==> src/sv/flock_neighbor_steering_core_defines.svh <==
// Assertion macros for the neighbor steering core.
// Needs clk_i and rst_ni in the scope where the macros are used.
`ifndef FLOCK_NEIGHBOR_STEERING_CORE_DEFINES_SVH
`define FLOCK_NEIGHBOR_STEERING_CORE_DEFINES_SVH

// Same-cycle implication, sampled on the rising clock, off during reset
`define FNS_ASSERT_NOW(lbl, ante, cons, msg) \
  lbl: assert property (@(posedge clk_i) disable iff (!rst_ni) (ante) |-> (cons)) \
    else $error(msg);

// Next-cycle implication, sampled on the rising clock, off during reset
`define FNS_ASSERT_NEXT(lbl, ante, cons, msg) \
  lbl: assert property (@(posedge clk_i) disable iff (!rst_ni) (ante) |=> (cons)) \
    else $error(msg);

`endif

==> src/sv/fns_pkg.sv <==
// Shared widths, types and saturation helper for the neighbor steering core.
// No dependencies; imported by every module and interface of the block.
package fns_pkg;

  // Capacity and derived widths
  localparam int unsigned MAX_NEIGHBORS = 64;
  localparam int unsigned Q_W           = 24;
  localparam int unsigned NB_LOG        = $clog2(MAX_NEIGHBORS);
  localparam int unsigned CNT_W         = $clog2(MAX_NEIGHBORS + 1);
  localparam int unsigned SUM_W         = Q_W + NB_LOG + 1;
  localparam int unsigned DIFF_W        = Q_W + NB_LOG + 2;
  localparam int unsigned PP_W          = DIFF_W + 2;
  localparam int unsigned DIV_STEP_W    = $clog2(DIFF_W);
  localparam int unsigned OUT_CNT_W     = 7;
  localparam int unsigned RES_NUM       = 6;

  // Saturation bounds at post-processing width
  localparam logic signed [PP_W-1:0] PP_MAX = {{(PP_W-Q_W+1){1'b0}}, {(Q_W-1){1'b1}}};
  localparam logic signed [PP_W-1:0] PP_MIN = {{(PP_W-Q_W+1){1'b1}}, {(Q_W-1){1'b0}}};

  // Result vector being formed
  typedef enum logic [2:0] {
    RES_SEP_X   = 3'd0,
    RES_SEP_Y   = 3'd1,
    RES_ALIGN_X = 3'd2,
    RES_ALIGN_Y = 3'd3,
    RES_COH_X   = 3'd4,
    RES_COH_Y   = 3'd5
  } res_sel_e;

  // Sequencer states
  typedef enum logic [3:0] {
    S_IDLE  = 4'b0001,
    S_START = 4'b0010,
    S_WAIT  = 4'b0100,
    S_PUSH  = 4'b1000
  } seq_state_e;

  // One input item
  typedef struct packed {
    logic signed [Q_W-1:0] own_x;
    logic signed [Q_W-1:0] own_y;
    logic signed [Q_W-1:0] nb_x;
    logic signed [Q_W-1:0] nb_y;
    logic signed [Q_W-1:0] nb_vx;
    logic signed [Q_W-1:0] nb_vy;
    logic                  has_neighbor;
    logic                  last;
  } fns_item_t;

  // Accumulator control
  typedef struct packed {
    logic take;
    logic clear;
  } acc_cmd_t;

  // Accumulator state seen by the sequencer
  typedef struct packed {
    logic signed [DIFF_W-1:0] diff_sum_x;
    logic signed [DIFF_W-1:0] diff_sum_y;
    logic signed [SUM_W-1:0]  vel_sum_x;
    logic signed [SUM_W-1:0]  vel_sum_y;
    logic signed [SUM_W-1:0]  pos_sum_x;
    logic signed [SUM_W-1:0]  pos_sum_y;
    logic [CNT_W-1:0]         count;
    logic                     overflow_seen;
    logic signed [Q_W-1:0]    own_x;
    logic signed [Q_W-1:0]    own_y;
  } acc_sums_t;

  // Divider request and response
  typedef struct packed {
    logic                     start;
    logic signed [DIFF_W-1:0] dividend;
    logic [CNT_W-1:0]         divisor;
  } div_req_t;

  typedef struct packed {
    logic                     busy;
    logic                     done;
    logic signed [DIFF_W-1:0] quotient;
  } div_rsp_t;

  // Clamp a post-processed value into Q15.8
  function automatic logic signed [Q_W-1:0] sat_q(input logic signed [PP_W-1:0] v);
    logic signed [PP_W-1:0] c;
    c = v;
    if (v > PP_MAX) c = PP_MAX;
    if (v < PP_MIN) c = PP_MIN;
    return c[Q_W-1:0];
  endfunction

endpackage

==> src/sv/fns_ifs.sv <==
// Valid/ready stream interfaces for the neighbor steering core.
// Depends on fns_pkg for field widths.
interface fns_in_if import fns_pkg::*; ();
  logic                  valid;
  logic                  ready;
  logic signed [Q_W-1:0] own_x;
  logic signed [Q_W-1:0] own_y;
  logic signed [Q_W-1:0] nb_x;
  logic signed [Q_W-1:0] nb_y;
  logic signed [Q_W-1:0] nb_vx;
  logic signed [Q_W-1:0] nb_vy;
  logic                  has_neighbor;
  logic                  last;

  modport source (output valid, own_x, own_y, nb_x, nb_y, nb_vx, nb_vy, has_neighbor, last,
                  input ready);
  modport sink (input valid, own_x, own_y, nb_x, nb_y, nb_vx, nb_vy, has_neighbor, last,
                output ready);
endinterface

interface fns_out_if import fns_pkg::*; ();
  logic                  valid;
  logic                  ready;
  logic signed [Q_W-1:0] sep_x;
  logic signed [Q_W-1:0] sep_y;
  logic signed [Q_W-1:0] align_x;
  logic signed [Q_W-1:0] align_y;
  logic signed [Q_W-1:0] coh_x;
  logic signed [Q_W-1:0] coh_y;
  logic [OUT_CNT_W-1:0]  neighbor_count;
  logic                  too_many;

  modport source (output valid, sep_x, sep_y, align_x, align_y, coh_x, coh_y,
                  neighbor_count, too_many, input ready);
  modport sink (input valid, sep_x, sep_y, align_x, align_y, coh_x, coh_y,
                neighbor_count, too_many, output ready);
endinterface

==> src/sv/flock_neighbor_steering_core.sv <==
// Neighbor steering core: items without last are taken while ready stays high.
// An item with last drops ready for six divisions through one bit-serial divider (none
// for an empty set), then holds it low until the output load.
// The result waits in an output register; new items are taken while it waits.
// Reset (rst_ni low, asynchronous) clears sums, count, overflow flag and sequencer.
// Depends on fns_pkg, fns_ifs, fns_accum, fns_div and the defines header.
`include "flock_neighbor_steering_core_defines.svh"

module flock_neighbor_steering_core import fns_pkg::*; (
  input  logic      clk_i,
  input  logic      rst_ni,
  fns_in_if.sink    nb_in_i,
  fns_out_if.source res_out_o
);

  seq_state_e state_q, state_d;
  res_sel_e   idx_q, idx_d;

  fns_item_t  item;
  acc_cmd_t   acc_cmd;
  acc_sums_t  acc;
  div_req_t   div_req;
  div_rsp_t   div_rsp;

  logic                  in_xfer, out_xfer, load_out;
  logic                  empty_set;
  logic signed [Q_W-1:0] res_q [RES_NUM];
  logic signed [Q_W-1:0] pp_val;

  logic signed [PP_W-1:0] q_ext, tri_v, half_v, own_ext, coh_v;

  logic                  out_valid_q;
  logic signed [Q_W-1:0] out_res_q [RES_NUM];
  logic [OUT_CNT_W-1:0]  out_cnt_q;
  logic                  out_ovf_q;

  // Input handshake
  assign nb_in_i.ready = (state_q == S_IDLE);
  assign in_xfer       = nb_in_i.valid && nb_in_i.ready;
  assign out_xfer      = out_valid_q && res_out_o.ready;
  assign empty_set     = (acc.count == '0);

  assign item.own_x        = nb_in_i.own_x;
  assign item.own_y        = nb_in_i.own_y;
  assign item.nb_x         = nb_in_i.nb_x;
  assign item.nb_y         = nb_in_i.nb_y;
  assign item.nb_vx        = nb_in_i.nb_vx;
  assign item.nb_vy        = nb_in_i.nb_vy;
  assign item.has_neighbor = nb_in_i.has_neighbor;
  assign item.last         = nb_in_i.last;

  // Push the finished set once the output register is free
  assign load_out = (state_q == S_PUSH) && (!out_valid_q || res_out_o.ready);

  assign acc_cmd.take  = in_xfer;
  assign acc_cmd.clear = load_out;

  fns_accum u_accum (
    .clk_i  (clk_i),
    .rst_ni (rst_ni),
    .cmd_i  (acc_cmd),
    .item_i (item),
    .sums_o (acc)
  );

  // Select the sum for the current result vector
  always_comb begin
    div_req.start   = (state_q == S_START) && !empty_set;
    div_req.divisor = acc.count;
    case (idx_q)
      RES_SEP_X:   div_req.dividend = acc.diff_sum_x;
      RES_SEP_Y:   div_req.dividend = acc.diff_sum_y;
      RES_ALIGN_X: div_req.dividend = DIFF_W'(acc.vel_sum_x);
      RES_ALIGN_Y: div_req.dividend = DIFF_W'(acc.vel_sum_y);
      RES_COH_X:   div_req.dividend = DIFF_W'(acc.pos_sum_x);
      RES_COH_Y:   div_req.dividend = DIFF_W'(acc.pos_sum_y);
      default:     div_req.dividend = '0;
    endcase
  end

  fns_div u_div (
    .clk_i  (clk_i),
    .rst_ni (rst_ni),
    .req_i  (div_req),
    .rsp_o  (div_rsp)
  );

  // Post-process the mean: times 1.5 toward zero, or minus own position; then clamp
  always_comb begin
    q_ext   = PP_W'(div_rsp.quotient);
    tri_v   = q_ext + (q_ext <<< 1);
    half_v  = (tri_v + signed'(PP_W'(tri_v[PP_W-1]))) >>> 1;
    own_ext = (idx_q == RES_COH_Y) ? PP_W'(acc.own_y) : PP_W'(acc.own_x);
    coh_v   = q_ext - own_ext;
    case (idx_q)
      RES_COH_X, RES_COH_Y: pp_val = sat_q(coh_v);
      default:              pp_val = sat_q(half_v);
    endcase
  end

  // Sequencer
  always_comb begin
    state_d = state_q;
    idx_d   = idx_q;
    case (state_q)
      S_IDLE: begin
        if (in_xfer && nb_in_i.last) begin
          state_d = S_START;
          idx_d   = RES_SEP_X;
        end
      end
      S_START: begin
        state_d = empty_set ? S_PUSH : S_WAIT;
      end
      S_WAIT: begin
        if (div_rsp.done) begin
          if (idx_q == RES_COH_Y) begin
            state_d = S_PUSH;
          end else begin
            idx_d   = res_sel_e'(idx_q + 3'd1);
            state_d = S_START;
          end
        end
      end
      S_PUSH: begin
        if (load_out) state_d = S_IDLE;
      end
      default: state_d = S_IDLE;
    endcase
  end

  always_ff @(posedge clk_i or negedge rst_ni) begin
    if (!rst_ni) begin
      state_q     <= S_IDLE;
      idx_q       <= RES_SEP_X;
      out_valid_q <= 1'b0;
    end else begin
      state_q <= state_d;
      idx_q   <= idx_d;
      if (load_out) begin
        out_valid_q <= 1'b1;
      end else if (out_xfer) begin
        out_valid_q <= 1'b0;
      end
    end
  end

  // Hold the vectors of the set being formed
  always_ff @(posedge clk_i) begin
    if ((state_q == S_START) && empty_set) begin
      for (int i = 0; i < RES_NUM; i++) res_q[i] <= '0;
    end else if ((state_q == S_WAIT) && div_rsp.done) begin
      res_q[idx_q] <= pp_val;
    end
  end

  // Output register
  always_ff @(posedge clk_i) begin
    if (load_out) begin
      for (int i = 0; i < RES_NUM; i++) out_res_q[i] <= res_q[i];
      out_cnt_q <= OUT_CNT_W'(acc.count);
      out_ovf_q <= acc.overflow_seen;
    end
  end

  assign res_out_o.valid          = out_valid_q;
  assign res_out_o.sep_x          = out_res_q[RES_SEP_X];
  assign res_out_o.sep_y          = out_res_q[RES_SEP_Y];
  assign res_out_o.align_x        = out_res_q[RES_ALIGN_X];
  assign res_out_o.align_y        = out_res_q[RES_ALIGN_Y];
  assign res_out_o.coh_x          = out_res_q[RES_COH_X];
  assign res_out_o.coh_y          = out_res_q[RES_COH_Y];
  assign res_out_o.neighbor_count = out_cnt_q;
  assign res_out_o.too_many       = out_ovf_q;

  // Checks
  `FNS_ASSERT_NEXT(a_last_starts, in_xfer && nb_in_i.last, state_q == S_START, "last item did not start the sequencer")
  `FNS_ASSERT_NOW(a_count_cap, 1'b1, acc.count <= CNT_W'(MAX_NEIGHBORS), "neighbor count above capacity")
  `FNS_ASSERT_NOW(a_done_in_wait, div_rsp.done, state_q == S_WAIT, "divider finished outside the wait state")
  `FNS_ASSERT_NOW(a_busy_in_wait, div_rsp.busy, state_q == S_WAIT, "divider busy outside the wait state")
  `FNS_ASSERT_NOW(a_empty_zero, out_valid_q && (out_cnt_q == '0), (out_res_q[RES_SEP_X] == '0) && (out_res_q[RES_COH_X] == '0) && (out_res_q[RES_COH_Y] == '0), "empty set gave nonzero vectors")

endmodule

==> src/sv/fns_accum.sv <==
// Neighbor accumulator: running sums, count, overflow flag, own position of last item.
// Depends on fns_pkg.
module fns_accum import fns_pkg::*; (
  input  logic      clk_i,
  input  logic      rst_ni,
  input  acc_cmd_t  cmd_i,
  input  fns_item_t item_i,
  output acc_sums_t sums_o
);

  acc_sums_t sums_q, sums_d;
  logic      room;

  assign room = (sums_q.count < CNT_W'(MAX_NEIGHBORS));

  // Add one neighbor per transfer, drop it when full
  always_comb begin
    sums_d = sums_q;
    if (cmd_i.clear) begin
      sums_d = '0;
    end else if (cmd_i.take) begin
      if (item_i.has_neighbor) begin
        if (room) begin
          sums_d.diff_sum_x = sums_q.diff_sum_x + DIFF_W'(item_i.own_x) - DIFF_W'(item_i.nb_x);
          sums_d.diff_sum_y = sums_q.diff_sum_y + DIFF_W'(item_i.own_y) - DIFF_W'(item_i.nb_y);
          sums_d.vel_sum_x  = sums_q.vel_sum_x + SUM_W'(item_i.nb_vx);
          sums_d.vel_sum_y  = sums_q.vel_sum_y + SUM_W'(item_i.nb_vy);
          sums_d.pos_sum_x  = sums_q.pos_sum_x + SUM_W'(item_i.nb_x);
          sums_d.pos_sum_y  = sums_q.pos_sum_y + SUM_W'(item_i.nb_y);
          sums_d.count      = sums_q.count + CNT_W'(1);
        end else begin
          sums_d.overflow_seen = 1'b1;
        end
      end
      if (item_i.last) begin
        sums_d.own_x = item_i.own_x;
        sums_d.own_y = item_i.own_y;
      end
    end
  end

  always_ff @(posedge clk_i or negedge rst_ni) begin
    if (!rst_ni) begin
      sums_q <= '0;
    end else begin
      sums_q <= sums_d;
    end
  end

  assign sums_o = sums_q;

endmodule

==> src/sv/fns_div.sv <==
// Shared restoring divider: signed sum by unsigned count, one quotient bit per cycle.
// Quotient truncates toward zero. Depends on fns_pkg.
module fns_div import fns_pkg::*; (
  input  logic     clk_i,
  input  logic     rst_ni,
  input  div_req_t req_i,
  output div_rsp_t rsp_o
);

  localparam logic [DIV_STEP_W-1:0] LAST_STEP = DIV_STEP_W'(DIFF_W - 1);

  logic                  busy_q, done_q;
  logic [DIV_STEP_W-1:0] step_q;
  logic                  neg_q;
  logic [DIFF_W-1:0]     quo_q;
  logic [CNT_W-1:0]      rem_q;
  logic [CNT_W-1:0]      dvs_q;

  logic [DIFF_W-1:0]     mag;
  logic [CNT_W:0]        rem_sh, rem_nx;
  logic                  ge;

  // Magnitude of the dividend
  assign mag = req_i.dividend[DIFF_W-1] ? (~req_i.dividend + DIFF_W'(1)) : req_i.dividend;

  // One restoring step: shift in the next dividend bit, trial subtract
  assign rem_sh = {rem_q, quo_q[DIFF_W-1]};
  assign ge     = (rem_sh >= {1'b0, dvs_q});
  assign rem_nx = ge ? (rem_sh - {1'b0, dvs_q}) : rem_sh;

  // Control: step counter and done pulse
  always_ff @(posedge clk_i or negedge rst_ni) begin
    if (!rst_ni) begin
      busy_q <= 1'b0;
      done_q <= 1'b0;
      step_q <= '0;
    end else begin
      done_q <= 1'b0;
      if (req_i.start) begin
        busy_q <= 1'b1;
        step_q <= LAST_STEP;
      end else if (busy_q) begin
        if (step_q == '0) begin
          busy_q <= 1'b0;
          done_q <= 1'b1;
        end else begin
          step_q <= step_q - DIV_STEP_W'(1);
        end
      end
    end
  end

  // Datapath: load operands, then shift quotient bits in
  always_ff @(posedge clk_i) begin
    if (req_i.start) begin
      quo_q <= mag;
      rem_q <= '0;
      dvs_q <= req_i.divisor;
      neg_q <= req_i.dividend[DIFF_W-1];
    end else if (busy_q) begin
      quo_q <= {quo_q[DIFF_W-2:0], ge};
      rem_q <= rem_nx[CNT_W-1:0];
    end
  end

  assign rsp_o.busy     = busy_q;
  assign rsp_o.done     = done_q;
  assign rsp_o.quotient = neg_q ? signed'(~quo_q + DIFF_W'(1)) : signed'(quo_q);

endmodule
==> src/flat_wrapper.sv <==
// flat-port wrapper written by rule: the top's interface ports become plain ports
module flock_neighbor_steering_core_flat import fns_pkg::*;
  (clk_i, rst_ni, nb_in_i_valid, nb_in_i_own_x, nb_in_i_own_y, nb_in_i_nb_x, nb_in_i_nb_y, nb_in_i_nb_vx, nb_in_i_nb_vy, nb_in_i_has_neighbor, nb_in_i_last, nb_in_i_ready, res_out_o_valid, res_out_o_sep_x, res_out_o_sep_y, res_out_o_align_x, res_out_o_align_y, res_out_o_coh_x, res_out_o_coh_y, res_out_o_neighbor_count, res_out_o_too_many, res_out_o_ready);
  fns_in_if nb_in_i_i ();
  fns_out_if res_out_o_i ();
  input  logic clk_i;
  input  logic rst_ni;
  input wire logic [$bits(nb_in_i_i.valid)-1:0] nb_in_i_valid;
  input wire logic [$bits(nb_in_i_i.own_x)-1:0] nb_in_i_own_x;
  input wire logic [$bits(nb_in_i_i.own_y)-1:0] nb_in_i_own_y;
  input wire logic [$bits(nb_in_i_i.nb_x)-1:0] nb_in_i_nb_x;
  input wire logic [$bits(nb_in_i_i.nb_y)-1:0] nb_in_i_nb_y;
  input wire logic [$bits(nb_in_i_i.nb_vx)-1:0] nb_in_i_nb_vx;
  input wire logic [$bits(nb_in_i_i.nb_vy)-1:0] nb_in_i_nb_vy;
  input wire logic [$bits(nb_in_i_i.has_neighbor)-1:0] nb_in_i_has_neighbor;
  input wire logic [$bits(nb_in_i_i.last)-1:0] nb_in_i_last;
  output wire logic [$bits(nb_in_i_i.ready)-1:0] nb_in_i_ready;
  output wire logic [$bits(res_out_o_i.valid)-1:0] res_out_o_valid;
  output wire logic [$bits(res_out_o_i.sep_x)-1:0] res_out_o_sep_x;
  output wire logic [$bits(res_out_o_i.sep_y)-1:0] res_out_o_sep_y;
  output wire logic [$bits(res_out_o_i.align_x)-1:0] res_out_o_align_x;
  output wire logic [$bits(res_out_o_i.align_y)-1:0] res_out_o_align_y;
  output wire logic [$bits(res_out_o_i.coh_x)-1:0] res_out_o_coh_x;
  output wire logic [$bits(res_out_o_i.coh_y)-1:0] res_out_o_coh_y;
  output wire logic [$bits(res_out_o_i.neighbor_count)-1:0] res_out_o_neighbor_count;
  output wire logic [$bits(res_out_o_i.too_many)-1:0] res_out_o_too_many;
  input wire logic [$bits(res_out_o_i.ready)-1:0] res_out_o_ready;
  assign nb_in_i_i.valid = nb_in_i_valid;
  assign nb_in_i_i.own_x = nb_in_i_own_x;
  assign nb_in_i_i.own_y = nb_in_i_own_y;
  assign nb_in_i_i.nb_x = nb_in_i_nb_x;
  assign nb_in_i_i.nb_y = nb_in_i_nb_y;
  assign nb_in_i_i.nb_vx = nb_in_i_nb_vx;
  assign nb_in_i_i.nb_vy = nb_in_i_nb_vy;
  assign nb_in_i_i.has_neighbor = nb_in_i_has_neighbor;
  assign nb_in_i_i.last = nb_in_i_last;
  assign nb_in_i_ready = nb_in_i_i.ready;
  assign res_out_o_valid = res_out_o_i.valid;
  assign res_out_o_sep_x = res_out_o_i.sep_x;
  assign res_out_o_sep_y = res_out_o_i.sep_y;
  assign res_out_o_align_x = res_out_o_i.align_x;
  assign res_out_o_align_y = res_out_o_i.align_y;
  assign res_out_o_coh_x = res_out_o_i.coh_x;
  assign res_out_o_coh_y = res_out_o_i.coh_y;
  assign res_out_o_neighbor_count = res_out_o_i.neighbor_count;
  assign res_out_o_too_many = res_out_o_i.too_many;
  assign res_out_o_i.ready = res_out_o_ready;
  flock_neighbor_steering_core u_core (.clk_i(clk_i), .rst_ni(rst_ni), .nb_in_i(nb_in_i_i), .res_out_o(res_out_o_i));
endmodule
==> config.mk <==
export PLATFORM = sky130hd
export DESIGN_NAME = flock_neighbor_steering_core_flat
export DESIGN_NICKNAME = d
export VERILOG_FILES = /design/src/sv/fns_pkg.sv /design/src/sv/fns_ifs.sv /design/src/sv/flock_neighbor_steering_core.sv /design/src/sv/fns_accum.sv /design/src/sv/fns_div.sv /design/src/flat_wrapper.sv
export VERILOG_INCLUDE_DIRS = /design/src /design/src/sv
export SDC_FILE = /design/constraint.sdc
export NUM_CORES = 2
export LEC_CHECK = 0
export BUFFER_PORTS_ARGS = -buffer_cell sky130_fd_sc_hd__buf_2
export CAP_MARGIN = 10
export CORE_ASPECT_RATIO = 0.6
export CORE_MARGIN = 1.5
export CORE_UTILIZATION = 34
export CTS_CLUSTER_DIAMETER = 80
export CTS_CLUSTER_SIZE = 40
export DETAILED_ROUTE_END_ITERATION = 10
export GPL_ROUTABILITY_DRIVEN = 0
export PLACE_DENSITY = 0.55
export SYNTH_ARGS = -nofsm -noshare
export SYNTH_HDL_FRONTEND = slang
export SYNTH_SLANG_ARGS = --single-unit
==> constraint.sdc <==
create_clock -name clk_i -period 7.55 [get_ports clk_i]
set_input_delay 1.51 -clock clk_i [delete_from_list [all_inputs] [get_ports clk_i]]
set_output_delay 1.51 -clock clk_i [all_outputs]
set_load 0.005 [all_outputs]
; After elaboration in Yosys (flattened, before gate mapping)
; Memory sizes are Yosys's and may differ from the RTL's.
; Cells that the tools add are included.
[totals]
register_bits = 314
latchBits = 0
ram_bits = 288
romBits = 0
output_inout_bits = 154
elab_cells = 141
mem_count = 2
[op_classes]
addsub = 17
mul = 0
div_mod_pow = 0
n_lt_le_gt_ge = 6
eq_ne = 15
n_shift = 0
mux = 49
bitwise = 2
reduce_logical = 28
[memory_table]
columns = name, depth, width, read_ports, rd_clocked_by_memory_dff, write_ports, line_no
row1 = u_core.out_res_q, 6, 24, 6, 0, 6, flock_neighbor_steering_core.sv:33  ; logic signed [Q_W-1:0] out_res_q [RES_NUM];
row2 = u_core.res_q, 6, 24, 6, 0, 6, flock_neighbor_steering_core.sv:27  ; logic signed [Q_W-1:0] res_q [RES_NUM];
[op_table]
columns = cell, count
row1 = $mux 244, 2
row2 = $mux 196, 1
row3 = $mux 195, 1
row4 = $pmux 32 s6, 1
row5 = $mux 24, 6
row6 = $mux 32, 4
row7 = $add 31x24->31, 4
row8 = $add 32x24->32, 2
row9 = $not 32->32, 2
row10 = $sub 32x24->32, 2
row11 = $mux 48, 1
row12 = $add 32x33->34, 1
row13 = $add 34x2->34, 1
row14 = $gt 34x24->1 const B, 1
row15 = $lt 34x24->1 const B, 1
row16 = $mux 34, 1
row17 = $sub 32x34->34, 1
row18 = $gt 33x24->1 const B, 1
row19 = $lt 33x24->1 const B, 1
row20 = $add 32x1->32 const B, 1
row21 = $add 32x2->32 const B, 1
row22 = $reduce_or 24->1, 1
row23 = $mux 4, 5
row24 = $mux 1, 17
row25 = 31 further kinds, 58

; Depth between registers and ports, before layout
[logic_depth]
depth_word = 10
ltp_mapped = 30
depth_no_buf = 24

; By module
; A second synthesis with hierarchy kept.
[unflattened]
hier_cells = 4364
hier_area_um2 = 41157.0
[by_module_without_submodules]
columns = module, n_inst, cells_per_inst, area_each_um2, seq_area_each_um2
row1 = fns_accum, 1, 2465, 20382.0, 6105.9
row2 = flock_neighbor_steering_core, 1, 1488, 16867.4, 9090.0
row3 = fns_div, 1, 411, 3907.5, 1516.5

; Worst setup path before layout
; No wires, ideal clock.
[synth_path]
path_type = register to register
startpoint = reg u_core.u_div.neg_q
endpoint = mem u_core.res_q[0][10], data pin
setup_time_ns = 0.262
arrival_ns = 7.280
required_ns = 7.288
slack_ns = 0.008
path_stages_with_launch = 27
n_path_buf = 7
synth_period_minus_slack_ns = 7.542
cell_sequence = edfxtp_1 -> buf_2 -> clkbuf_1 -> clkbuf_1 -> clkbuf_1 -> clkbuf_1 -> buf_1 -> o21ai_0 -> ha_1 -> fa_1 -> a211oi_1 -> o21bai_1 -> a21oi_1 -> mux2_2 -> o21a_1 -> nor4b_2 -> and3_1 -> or4b_1 -> a2111oi_2 -> nand4b_1 -> or4_1 -> a311o_1 -> a21oi_1 -> a22oi_2 -> buf_6 -> o221ai_4 -> nor2_1
[synth_lines]
columns = element, line_no
row1 = "start, declared", fns_div.sv:14  ; logic neg_q;
row2 = "start signal, assigned", fns_div.sv:59  ; neg_q <= req_i.dividend[DIFF_W-1];
row3 = "end, declared", flock_neighbor_steering_core.sv:27

==> summary.md <==
| Metric | Value |
|---|---|
| CTS H-tree depth | 1 |
| Worst EP arrival | 7.59 ns |
| Setup-failing EPs final | 0 |
| Outcome | completed |
| Initial antenna violation count | 18 |
| Ys async rst share | 43.0% |
| Worst setup path class | reg2reg |
| Hold Slack | 0.419 ns |
| Period utilisation layout | 94.5% |
| Min-delay src | u_core.res_q[4][8] |
| Final Hold Viols | 0 |
| Unrepaired setup endpoints after global routing | no |
| R2r worst-path depth | 24 |
| Post-synthesis instance area | 0.0415 mm² |
| Routed via count | 34300 |
| HP Class | reg2reg |
| Max_slew headroom | 21.3% |
| CTS tree | built |
| Max Slew Vio Count | 0 |
| Sw frac | 49.3% |
| 1st-iter DRT viols | 3030 |
| Clk network pwr share | 11.9% |
| Worst hold endpoint | u_core.out_res_q[4][8] |
| RR Startpoint | u_core.u_div.quo_q[1] |
| Clock Skews | 0.0773 ns |
| Maximum VDD drop | 0.000257 V |
| Total GRT Usage | 20.8% |
| Final nets | 5163 |
| Num Clock Sinks | 602 |
| Clk_lat worst skew | 0.72 ns |
| Hpwl dp | 102000 µm |
| Final setup TNS | 0 ns |
| Power Density | 430 mW/mm² |
| R2r setup slk | 0.42 ns |
| Vias in the first global route | 31800 |
| # DRC | 0 |
| Core Area | 0.121 mm² |
| Post-synth top area share | 24.3% |
| Post-synth cell types | 114 |
| Combinational share of power | 63.4% |
| Fmax | 140 MHz |
| IO Port Bufs | 303 |
| LEAKAGE | 19.4 nW |
| Total wire length | 132000 µm |
| Io pins | 304 |
| GR Overflow Total | 0 |
| Placed Area | 0.0451 mm² |
| Clk root buf | clkbuf_16 |
| First-pass GRT wire length | 200000 µm |
| Worst path required time | 8.01 ns |
| Maxcap violations | 0 |
| Yosys warnings | 0 |
| Router iterations before antenna repair | 6 |
| Clk buf depth | 3 |
| Flop pwr share | 24.7% |
| Avg WL per Cell | 20.8 µm |
| Die Wd | 454 µm |
| Cell area after layout | 0.0465 mm² |
| Syn Nets | 4917 |
| Tmin final | 7.13 ns |
| Worst-Margin Slew | 1.16 ns |
| Post-synthesis sequential area ratio | 40.3% |
| Clock slew at reported path FFs | 0.14 ns |
| Worst r2r dst | u_core.res_q[3][8] |
| Pin count of the biggest net entering global routing | 152 |
| Flops & latches, synth | 602 |
| Die area | 0.124 mm² |
| Switching pwr | 9.87 mW |
| Antenna viol nets, final | 0 |
| Syn avg cell area | 9.33 µm² |
| Synth top area cells | edfxtp_1, dfrtp_1, ha_1 |
| Vias/cell | 5.41 |
| Int Power | 10.2 mW |
| Critical Path Fanout Max | 10 |
| Rows | 99 |
| Initial Util | 34.2% |
| Crit path launch type | register |
| Yosys top cell by area | edfxtp_1 |
| WHS Path Cells | 0 |
| Layout area overhead | 12.1% |
| Crit. End Element | register |
| Primary FF master, synth | edfxtp_1 |
| Num CTS Buffers | 31 |
| Die Height | 274 µm |
| EDFF count, synth | 336 |
| Mapped Cells | 4446 |
| Share of cells above drive strength 1 | 12.5% |
==> routing by layer <==
layer / part of all wire [%] / track usage (%) / vias to the layer above
met4: 1.9 / 3.99 / 12
met3: 6.2 / 3.19 / 119
met2: 42 / 29.8 / 979
li1: - / - / 16600
met1: 50 / 32.6 / 16600
met5: 0.049 / 0 / -
==> worst max path at each step <==
stage	startpoint	to	depth (start not counted)
after floorplan	u_core.u_div.neg_q	u_core.res_q[0][10]	26
after global placement	u_core.u_div.quo_q[1]	u_core.res_q[3][6]	22
after detailed placement	u_core.u_div.quo_q[1]	u_core.res_q[3][6]	22
after CTS	u_core.u_div.quo_q[1]	u_core.res_q[3][6]	22
after global routing	u_core.u_div.quo_q[1]	u_core.res_q[1][3]	24
final	u_core.u_div.quo_q[1]	u_core.res_q[3][8]	24
==> cells in the final DEF (no fill, tap or decap), types with 50 or more instances in the layout <==
master    count
a21o_1       65
a21oi_1     201
buf_2       302
buf_4       103
dfrtp_1     257
edfxtp_1    336
fa_1         69
ha_1        252
inv_1       370
nand2_1     378
nand2b_1     52
nand3_1     266
nor2_1      316
nor2b_1      50
nor3_1      102
o21ai_0     404
xnor2_1     164
xor2_1      115
==> timing repair <==
item,CTS,global route
buffers inserted,0,4
hold buffers,0,0
gates resized for setup,0,4
setup endpoints to repair,0,115
==> per-stage QoR <==
| step | power (mW) | utilization, % | setup WS, ns | instances |
|---|---|---|---|---|
| after global routing | 21.7 | 38.4 | 0.0394 | 6336 |
| final | 20.0 | 38.4 | 0.417 | 6338 |
| after floorplan | 14.0 | - | 0.00751 | 4446 |
| after detailed placement | 17.4 | 37.2 | 0.0116 | 6271 |
| after global placement | 17.3 | 37.2 | 0.113 | 6271 |
| after CTS | 19.9 | 38.3 | 0.0300 | 6327 |
==> flip-flops by register name (all words and copies together) (netlist names) <==
name and cells:
u_core.u_div.neg_q 1, u_core.res_out_o.too_many 1, u_core.out_res_q 144, u_core.res_out_o.neighbor_count 7
u_core.u_div.dvs_q 7, u_core.u_div.step_q 5, u_core.res_out_o.valid 1, u_core.u_div.busy_q 1
u_core.u_div.quo_q 32, u_core.u_div.rem_q 7, u_core.state_q 4, u_core.res_q 144
u_core.u_div.done_q 1, u_core.idx_q 3, u_core.u_accum.sums_o 244
==> logic make-up (layout without fill, tap and decap cells) <==
kind of cell	count (synthesis)	after routing	synth area share, %
fa+ha+maj	328	328	11.1
xor+xnor	283	283	6.06
mux	43	43	1.06
buf+inv	571	840	5.39
compound gates	1193	1193	19.4
other cells	0	7	0
flops	602	602	40.3
simple gates	1426	1426	16.7
==> final cells by class <==
cell class | count | area (µm²)
antenna | 7 | 17.5
clock inverter | 25 | 587
sequential | 602 | 16700
tap | 1616 | 2020
timing repair buffer | 409 | 2360
inverter | 375 | 1410
multi-input combinational | 3273 | 22600
clock buffer | 31 | 776
fill | 12100 | 74700
==> Yosys cell counts, types with 69 or more instances <==
cell type / n
o21ai_0: 405
nand2_1: 378
inv_1: 370
edfxtp_1: 336
nor2_1: 317
nand3_1: 266
dfrtp_1: 258
ha_1: 252
a21oi_1: 203
xnor2_1: 164
clkbuf_1: 149
xor2_1: 115
nor3_1: 102
fa_1: 69
==> critical path, stage by stage, from the launching register on <==
cell and delay (ns):
edfxtp_1 0.48, inv_1 0.12, ha_1 0.24, or3b_2 0.51, nand2_1 0.10, xnor2_1 0.20
ha_1 0.33, o21ai_0 0.20, o21bai_1 0.10, a21oi_2 0.27, mux2_2 0.37, o21a_1 0.21
nor4b_2 0.32, and3_1 0.33, or4b_1 0.52, a2111oi_4 0.45, nand4b_1 0.22, or4_1 0.52
a311o_1 0.38, a21oi_1 0.20, a22oi_2 0.09, buf_12 0.17, buf_4 0.16, o211ai_2 0.30
nor2_1 0.09
==> power groups by stage <==
stage	sequential, mW	clock, mW	combinational [mW]
floorplan	4.73	0	9.30
global placement	4.99	0	12.3
detailed placement	5.01	0	12.4
CTS	4.94	2.45	12.5
global route	5.05	2.55	14.1
finish	4.95	2.38	12.7
Power figures use the tool's default switching activity.
